[config.mk]
export PLATFORM = sky130hd
export DESIGN_NAME = seven_segment_clock_shift_driver
export DESIGN_NICKNAME = d
export VERILOG_FILES = /design/src/sv/sscsd_pkg.sv /design/src/sv/seven_segment_clock_shift_driver.sv /design/src/sv/sscsd_div.sv /design/src/sv/sscsd_shift.sv
export SDC_FILE = /design/constraint.sdc
export NUM_CORES = 1
export LEC_CHECK = 0
export BUFFER_PORTS_ARGS = -buffer_cell sky130_fd_sc_hd__clkbuf_2
export CAP_MARGIN = 20
export CORE_MARGIN = 2
export CORE_UTILIZATION = 65
export CTS_CLUSTER_DIAMETER = 150
export DETAILED_ROUTE_END_ITERATION = 10
export PLACE_DENSITY = 0.88
export SETUP_SLACK_MARGIN = 0.1
export SYNTH_ARGS = -nofsm -noshare
export SYNTH_HDL_FRONTEND = slang
export SYNTH_SLANG_ARGS = --single-unit
[constraint.sdc]
create_clock -name aclk -period 7.4 [get_ports aclk]
set_input_delay 0.37 -clock aclk [delete_from_list [all_inputs] [get_ports aclk]]
set_output_delay 0.37 -clock aclk [all_outputs]
set_load 0.05 [all_outputs]
[src/sv/sscsd_pkg.sv]
// shared types, constants and frame-building functions for the seven-segment shift driver
package sscsd_pkg;

    localparam int FRAME_BITS  = 16;
    localparam int DIGIT_COUNT = 4;
    localparam int BIT_W       = $clog2(FRAME_BITS);
    localparam int POS_W       = $clog2(DIGIT_COUNT);

    localparam int MINUTES_W    = 13;
    localparam int HOURS_W      = 7;
    localparam int MINS_W       = 6;
    localparam int DIGIT_W      = 4;
    localparam int S_TDATA_W    = 16;
    localparam int M_TDATA_W    = 8;

    localparam logic [MINUTES_W-1:0] MINUTES_MAX      = 13'd5999;
    localparam int                   MINUTES_PER_HOUR = 60;
    localparam int                   DECIMAL_BASE     = 10;

    localparam logic [7:0] SELECT_FIRST = 8'h08;
    localparam logic [POS_W-1:0] DP_POS = 2'd1;

    typedef logic [DIGIT_COUNT-1:0][DIGIT_W-1:0] digit_array_t;
    typedef logic [FRAME_BITS-1:0]               frame_t;

    // control from the sequencer to the serializer
    typedef struct packed {
        logic         start;
        logic         counting;
        digit_array_t digits;
    } shift_ctl_t;

    // active-low segment pattern, decimal point in bit 0
    function automatic logic [7:0] seg_pattern(input logic [DIGIT_W-1:0] value);
        logic [7:0] seg;
        unique case (value)
            4'd0:    seg = 8'h03;
            4'd1:    seg = 8'h9F;
            4'd2:    seg = 8'h25;
            4'd3:    seg = 8'h0D;
            4'd4:    seg = 8'h99;
            4'd5:    seg = 8'h49;
            4'd6:    seg = 8'h41;
            4'd7:    seg = 8'h1F;
            4'd8:    seg = 8'h01;
            4'd9:    seg = 8'h09;
            default: seg = 8'h03;
        endcase
        return seg;
    endfunction

    function automatic frame_t build_frame(input logic [POS_W-1:0]   pos,
                                           input logic [DIGIT_W-1:0] value);
        frame_t frame;
        frame = {SELECT_FIRST >> pos, seg_pattern(value)};
        if (pos == DP_POS) begin
            frame[0] = 1'b0;
        end
        return frame;
    endfunction

endpackage

[src/sv/seven_segment_clock_shift_driver.sv]
// top level: four-digit seven-segment clock driver producing serial shift frames
//
// Input channel (s_): one request carries an elapsed minute count and a
// one-second flag. Result channel (m_): one serial bit per transfer, 64 per
// request: four 16-bit frames (digit select in the high byte, active-low
// segments in the low byte), msb first. m_tuser marks the 16th bit of each
// frame (pulse the display latch), m_tlast the final bit of the run.
// cfg_wr_en/cfg_wr_data write the counting enable; write it only when idle.
// When counting and the flag is set, minutes are clamped to 99:59 and split
// into digits by a bit-serial divide by 60 followed by bit-serial divides by
// 10; the start strobe then passes through shift_start_reg before the
// serializer loads its first frame. Without an update the request goes
// straight to shift_start_reg. Bits then leave at one per cycle while
// m_tready is high, set by the frame shift register. One request is handled
// at a time: s_tready is high only while idle. A stall on m_tready holds the
// current bit and stretches the run. Reset clears the stored digits to zero
// and counting to off.
module seven_segment_clock_shift_driver (
    input  logic                            aclk,
    input  logic                            aresetn,
    input  logic                            cfg_wr_en,
    input  logic                            cfg_wr_data,
    input  logic                            s_tvalid,
    output logic                            s_tready,
    // [12:0] minutes_elapsed, [13] second_passed, [15:14] zero
    input  logic [sscsd_pkg::S_TDATA_W-1:0] s_tdata,
    output logic                            m_tvalid,
    input  logic                            m_tready,
    // [0] serial_bit, [7:1] zero
    output logic [sscsd_pkg::M_TDATA_W-1:0] m_tdata,
    // [0] latch_after
    output logic                            m_tuser,
    output logic                            m_tlast
);

    typedef enum logic [3:0] {
        ST_IDLE   = 4'b0001,
        ST_HOURS  = 4'b0010,
        ST_DIGITS = 4'b0100,
        ST_SHIFT  = 4'b1000
    } state_t;

    state_t                  state_reg, state_next;
    logic                    counting_reg;
    sscsd_pkg::digit_array_t digits_reg, digits_next;
    logic                    shift_start_reg, shift_start_next;

    logic                                accept;
    logic [sscsd_pkg::MINUTES_W-1:0]     minutes_in;
    logic [sscsd_pkg::MINUTES_W-1:0]     minutes_clamped;
    logic                                update;

    logic                                div60_start;
    logic                                div60_done;
    logic [sscsd_pkg::MINUTES_W-1:0]     div60_quot;
    logic [sscsd_pkg::MINS_W-1:0]        div60_rem;

    logic                                div10_start;
    logic                                div_h_done;
    logic                                div_m_done;
    logic [sscsd_pkg::HOURS_W-1:0]       div_h_quot;
    logic [sscsd_pkg::DIGIT_W-1:0]       div_h_rem;
    logic [sscsd_pkg::HOURS_W-1:0]       div_m_quot;
    logic [sscsd_pkg::DIGIT_W-1:0]       div_m_rem;

    sscsd_pkg::shift_ctl_t               shift_ctl;
    logic                                shift_done;
    logic                                shift_bit;
    logic                                shift_frame_end;
    logic                                shift_run_end;

    assign s_tready        = (state_reg == ST_IDLE);
    assign accept          = s_tvalid && s_tready;
    assign minutes_in      = s_tdata[sscsd_pkg::MINUTES_W-1:0];
    assign minutes_clamped = (minutes_in > sscsd_pkg::MINUTES_MAX) ?
                             sscsd_pkg::MINUTES_MAX : minutes_in;
    assign update          = counting_reg && s_tdata[sscsd_pkg::MINUTES_W];

    assign div60_start = accept && update;
    assign div10_start = (state_reg == ST_HOURS) && div60_done;

    always_comb begin
        state_next       = state_reg;
        digits_next      = digits_reg;
        shift_start_next = 1'b0;
        unique case (state_reg)
            ST_IDLE: begin
                if (accept) begin
                    if (update) begin
                        state_next = ST_HOURS;
                    end else begin
                        state_next       = ST_SHIFT;
                        shift_start_next = 1'b1;
                    end
                end
            end
            ST_HOURS: begin
                if (div60_done) begin
                    state_next = ST_DIGITS;
                end
            end
            ST_DIGITS: begin
                if (div_h_done && div_m_done) begin
                    digits_next[0]   = div_h_quot[sscsd_pkg::DIGIT_W-1:0];
                    digits_next[1]   = div_h_rem;
                    digits_next[2]   = div_m_quot[sscsd_pkg::DIGIT_W-1:0];
                    digits_next[3]   = div_m_rem;
                    state_next       = ST_SHIFT;
                    shift_start_next = 1'b1;
                end
            end
            ST_SHIFT: begin
                if (shift_done) begin
                    state_next = ST_IDLE;
                end
            end
            default: begin
                state_next = ST_IDLE;
            end
        endcase
    end

    always_ff @(posedge aclk) begin
        if (!aresetn) begin
            state_reg       <= ST_IDLE;
            counting_reg    <= 1'b0;
            digits_reg      <= '0;
            shift_start_reg <= 1'b0;
        end else begin
            state_reg       <= state_next;
            digits_reg      <= digits_next;
            shift_start_reg <= shift_start_next;
            if (cfg_wr_en) begin
                counting_reg <= cfg_wr_data;
            end
        end
    end

    // minutes -> hours and minutes
    sscsd_div #(
        .N       (sscsd_pkg::MINUTES_W),
        .R_W     (sscsd_pkg::MINS_W),
        .DIVISOR (sscsd_pkg::MINUTES_PER_HOUR)
    ) u_div60 (
        .aclk      (aclk),
        .aresetn   (aresetn),
        .start     (div60_start),
        .dividend  (minutes_clamped),
        .done      (div60_done),
        .quotient  (div60_quot),
        .remainder (div60_rem)
    );

    // hours -> tens and units
    sscsd_div #(
        .N       (sscsd_pkg::HOURS_W),
        .R_W     (sscsd_pkg::DIGIT_W),
        .DIVISOR (sscsd_pkg::DECIMAL_BASE)
    ) u_div_hours (
        .aclk      (aclk),
        .aresetn   (aresetn),
        .start     (div10_start),
        .dividend  (div60_quot[sscsd_pkg::HOURS_W-1:0]),
        .done      (div_h_done),
        .quotient  (div_h_quot),
        .remainder (div_h_rem)
    );

    // minutes -> tens and units, same length as the hours divide
    sscsd_div #(
        .N       (sscsd_pkg::HOURS_W),
        .R_W     (sscsd_pkg::DIGIT_W),
        .DIVISOR (sscsd_pkg::DECIMAL_BASE)
    ) u_div_mins (
        .aclk      (aclk),
        .aresetn   (aresetn),
        .start     (div10_start),
        .dividend  ({{(sscsd_pkg::HOURS_W - sscsd_pkg::MINS_W){1'b0}}, div60_rem}),
        .done      (div_m_done),
        .quotient  (div_m_quot),
        .remainder (div_m_rem)
    );

    assign shift_ctl.start    = shift_start_reg;
    assign shift_ctl.counting = counting_reg;
    assign shift_ctl.digits   = digits_reg;

    sscsd_shift u_shift (
        .aclk        (aclk),
        .aresetn     (aresetn),
        .ctl         (shift_ctl),
        .done        (shift_done),
        .m_tvalid    (m_tvalid),
        .m_tready    (m_tready),
        .m_bit       (shift_bit),
        .m_frame_end (shift_frame_end),
        .m_run_end   (shift_run_end)
    );

    assign m_tdata = {{(sscsd_pkg::M_TDATA_W - 1){1'b0}}, shift_bit};
    assign m_tuser = shift_frame_end;
    assign m_tlast = shift_run_end;

endmodule

[src/sv/sscsd_div.sv]
// bit-serial restoring divider by a constant, one quotient bit per cycle
module sscsd_div #(
    parameter int N       = 13,
    parameter int R_W     = 6,
    parameter int DIVISOR = 60
) (
    input  logic           aclk,
    input  logic           aresetn,
    input  logic           start,
    input  logic [N-1:0]   dividend,
    output logic           done,
    output logic [N-1:0]   quotient,
    output logic [R_W-1:0] remainder
);

    localparam int CNT_W = $clog2(N + 1);

    logic [N-1:0]     q_reg, q_next;
    logic [R_W-1:0]   rem_reg, rem_next;
    logic [CNT_W-1:0] cnt_reg, cnt_next;
    logic             busy_reg, busy_next;
    logic             done_reg, done_next;

    logic [R_W:0] trial;
    logic [R_W:0] diff;
    logic         ge;

    assign trial = {rem_reg, q_reg[N-1]};
    assign ge    = (trial >= (R_W + 1)'(DIVISOR));
    assign diff  = trial - (R_W + 1)'(DIVISOR);

    always_comb begin
        q_next    = q_reg;
        rem_next  = rem_reg;
        cnt_next  = cnt_reg;
        busy_next = busy_reg;
        done_next = 1'b0;
        if (start) begin
            q_next    = dividend;
            rem_next  = '0;
            cnt_next  = CNT_W'(N);
            busy_next = 1'b1;
        end else if (busy_reg) begin
            q_next   = {q_reg[N-2:0], ge};
            rem_next = ge ? diff[R_W-1:0] : trial[R_W-1:0];
            cnt_next = cnt_reg - 1'b1;
            if (cnt_reg == CNT_W'(1)) begin
                busy_next = 1'b0;
                done_next = 1'b1;
            end
        end
    end

    always_ff @(posedge aclk) begin
        if (!aresetn) begin
            busy_reg <= 1'b0;
            done_reg <= 1'b0;
            cnt_reg  <= '0;
        end else begin
            busy_reg <= busy_next;
            done_reg <= done_next;
            cnt_reg  <= cnt_next;
        end
        q_reg   <= q_next;
        rem_reg <= rem_next;
    end

    assign done      = done_reg;
    assign quotient  = q_reg;
    assign remainder = rem_reg;

endmodule

[src/sv/sscsd_shift.sv]
// frame serializer: four 16-bit digit frames shifted out msb first
module sscsd_shift (
    input  logic                  aclk,
    input  logic                  aresetn,
    input  sscsd_pkg::shift_ctl_t ctl,
    output logic                  done,
    output logic                  m_tvalid,
    input  logic                  m_tready,
    output logic                  m_bit,
    output logic                  m_frame_end,
    output logic                  m_run_end
);

    logic                           active_reg, active_next;
    sscsd_pkg::frame_t              frame_reg, frame_next;
    logic [sscsd_pkg::BIT_W-1:0]    bit_reg, bit_next;
    logic [sscsd_pkg::POS_W-1:0]    pos_reg, pos_next;

    logic                           fire;
    logic                           frame_end;
    logic                           run_end;
    logic [sscsd_pkg::POS_W-1:0]    pos_inc;
    logic [sscsd_pkg::DIGIT_W-1:0]  first_val;
    logic [sscsd_pkg::DIGIT_W-1:0]  next_val;

    assign fire      = active_reg && m_tready;
    assign frame_end = (bit_reg == sscsd_pkg::BIT_W'(sscsd_pkg::FRAME_BITS - 1));
    assign run_end   = frame_end && (pos_reg == sscsd_pkg::POS_W'(sscsd_pkg::DIGIT_COUNT - 1));
    assign pos_inc   = pos_reg + 1'b1;

    // idle mode shows zero on every digit
    assign first_val = ctl.counting ? ctl.digits[0] : '0;
    assign next_val  = ctl.counting ? ctl.digits[pos_inc] : '0;

    always_comb begin
        active_next = active_reg;
        frame_next  = frame_reg;
        bit_next    = bit_reg;
        pos_next    = pos_reg;
        if (ctl.start) begin
            active_next = 1'b1;
            frame_next  = sscsd_pkg::build_frame('0, first_val);
            bit_next    = '0;
            pos_next    = '0;
        end else if (fire) begin
            if (run_end) begin
                active_next = 1'b0;
            end else if (frame_end) begin
                pos_next   = pos_inc;
                frame_next = sscsd_pkg::build_frame(pos_inc, next_val);
                bit_next   = '0;
            end else begin
                frame_next = {frame_reg[sscsd_pkg::FRAME_BITS-2:0], 1'b0};
                bit_next   = bit_reg + 1'b1;
            end
        end
    end

    always_ff @(posedge aclk) begin
        if (!aresetn) begin
            active_reg <= 1'b0;
            bit_reg    <= '0;
            pos_reg    <= '0;
        end else begin
            active_reg <= active_next;
            bit_reg    <= bit_next;
            pos_reg    <= pos_next;
        end
        frame_reg <= frame_next;
    end

    assign done        = fire && run_end;
    assign m_tvalid    = active_reg;
    assign m_bit       = frame_reg[sscsd_pkg::FRAME_BITS-1];
    assign m_frame_end = frame_end;
    assign m_run_end   = run_end;

endmodule

==> metrics.txt <==
status complete, no violations; Yosys reg bits 102; Post-synth top cells nand2_1 (85), dfxtp_1 (68), nor2_1 (49); Num CTS Buffers 9; CP Launch Type flip-flop; CP required 7.46 ns; slew margin rel. 34.8%; DRT Pass-1 Iters 4; final setup violation count 0; fin util 69.8%; Netlist cell types 62; synth top area cells dfxtp_1 (27%), edfxtp_1 (20%), nand2_1 (6.4%); layout cells sized above 1 9.56%; Final ANT Viol Nets 0; Finished Layout Cells 646; Primary FF master, synth dfxtp_1; first-pass GRT wire length 15900 µm; post-synth top area share 27.1%; Clock Latency Late Sink 0.36 ns; setup tns final 0 ns; CP endpoint kind flip-flop; Tcrit/Tclk final 37.4%; Clock Skews 0.00663 ns; Ant. Diodes 0; mean area per synthesized cell 9.47 µm²; Worst Tran Pin Value 0.977 ns; Area Growth Syn to Fin 5.76%; gr usage total 23.1%; Die Footprint 0.00844 mm²; Max clock buf depth 2; Cell Pwr Density 230 mW/mm²; hold path depth 3; warnings from Yosys 0; Levels on crit path 8; routability cong. 0.862; nets 584; Core ar. 0.00761 mm²; post-CTS setup buffers 0; CTS sink count 102; Post-synth EDFFs 34; fin area 0.00531 mm²; hold_buf cts 0; RSZ-0062 raised after global routing false; Tmin final 2.77 ns; count leader, synth nand2_1; HP Class input pin to flip-flop; detailed-route wire length 9150 µm; Syn Std Cell Area 0.00502 mm²; CP arrival 2.83 ns; delay-heaviest family, CP adder cells; Peak VDD IR 200 µV; IO Port Bufs 24; Post-CTS Resized 0; Wirelength per Cell 14.2 µm; critical path cell sequence inv_1 > ha_1 > mux4_2 > nand2_1 > inv_1 > ha_1 > a2111oi_0 > a211oi_1; Worst path slowest cell dfxtp_1; DRC viols 0; initial antenna violation count 0; row count 32; root buffer selected by CTS clkbuf_8; fmax 361 MHz; cells after synthesis 530; starting density of the core 66.0%; total number of vias 3684; H-tree levels 3; Pins Over Slew Limit 0; Worst-path clk slew 0.09 ns; HPWL after detailed placement 6660 µm; total congestion overflow 0; final hold slack 0.243 ns; Hold Violations, Final 0; Worst path max stage delay 0.60 ns; # placed instances 630; Crit Path Category flip-flop to flip-flop; Bufs and invs on worst path 2; Filler cells 584; CTS tree built; Post-DP Area 0.00512 mm²; Die Y 91.9 µm; first-iteration detailed-routing DRC count 144; max-cap viol count 0; worst setup margin 4.63 ns; cell taking the most area after synthesis dfxtp_1; pin count of the biggest net entering global routing 34; vias in the first global route 3560; Final Power 1.22 mW; Avg Vias per Cell 5.70; Worst R2R Path Depth 8; register area share after synthesis 47.5%; Die Wd 91.9 µm; Synth async-reset ratio 0%; Setup WS pre-CTS 4.65 ns; Crit Path Max Fanout 9; I/O pin total 34; Leak Pwr 2.00 nW
## path summary, 6_finish.rpt
check	to	start	slack, ns
worst max-delay path	u_shift.frame_reg[2]	u_shift.pos_reg[0]	4.63
worst min-delay path	counting_reg	cfg_wr_data	0.24
worst max register to register	u_shift.frame_reg[2]	u_shift.pos_reg[0]	4.63
worst min register to register	u_div60.remainder[5]	u_div60.remainder[5]	0.48
## final cells by class
cell class                 count  area (µm²)  share of cell area, %
multi-input combinational    373        2380                   44.8
sequential                   102        2380                   44.9
timing repair buffer          26         135                   2.55
clock inverter                 2        12.5                  0.236
clock buffer                  14         174                   3.28
tap                          102         128                   2.40
inverter                      27         101                   1.91
## worst reg2reg max path: stages (launching register included)
cell	delay [ns]
dfxtp_1	0.60
inv_1	0.12
ha_1	0.42
mux4_2	0.35
nand2_1	0.14
inv_1	0.08
ha_1	0.20
a2111oi_0	0.47
a211oi_1	0.10
## cell families after synthesis
kind of cell | after synthesis | share of synthesized area (%)
mux | 29 | 6.78
xor+xnor | 12 | 2.09
buf+inv | 61 | 5.66
compound gates | 106 | 13.7
simple gates | 196 | 18.5
fa+ha+maj | 23 | 5.73
flops | 102 | 47.5
other cells | 1 | 0.0747
## report_power, final
group	leakage [nW]	switching (mW)	internal (mW)	total, mW
sequential	0.865	0.0553	0.643	0.698
combinational	1.04	0.104	0.0844	0.188
clock	0.0967	0.180	0.153	0.333
## cell usage in the layout (no fill, tap or decap), types with 4 or more instances in the layout
cell	Yosys	layout
nand2_1	85	85
dfxtp_1	68	68
nor2_1	49	49
a21oi_1	35	35
edfxtp_1	34	34
inv_1	26	26
mux2i_1	25	25
clkbuf_2	0	24
ha_1	23	23
o21ai_0	20	20
nand2b_1	12	12
nand3_1	12	12
clkbuf_8	0	10
o22a_1	9	9
xnor2_1	8	8
conb_1	1	7
nor2b_1	6	6
a22oi_1	5	5
a311oi_1	5	5
o31ai_1	5	5
mux4_2	4	4
a211oi_1	4	4
and2_1	4	4
xor2_1	4	4
## per-layer routing
metal | wire length, µm | part of all wire (%) | global-route usage, %
met1 | 4190 | 46 | 29.4
met2 | 4570 | 50 | 39.9
met3 | 270 | 3.0 | 3.86
met4 | 119 | 1.3 | 7.84
met5 | 0 | 0 | 0
(Power assumes the default switching activity.)
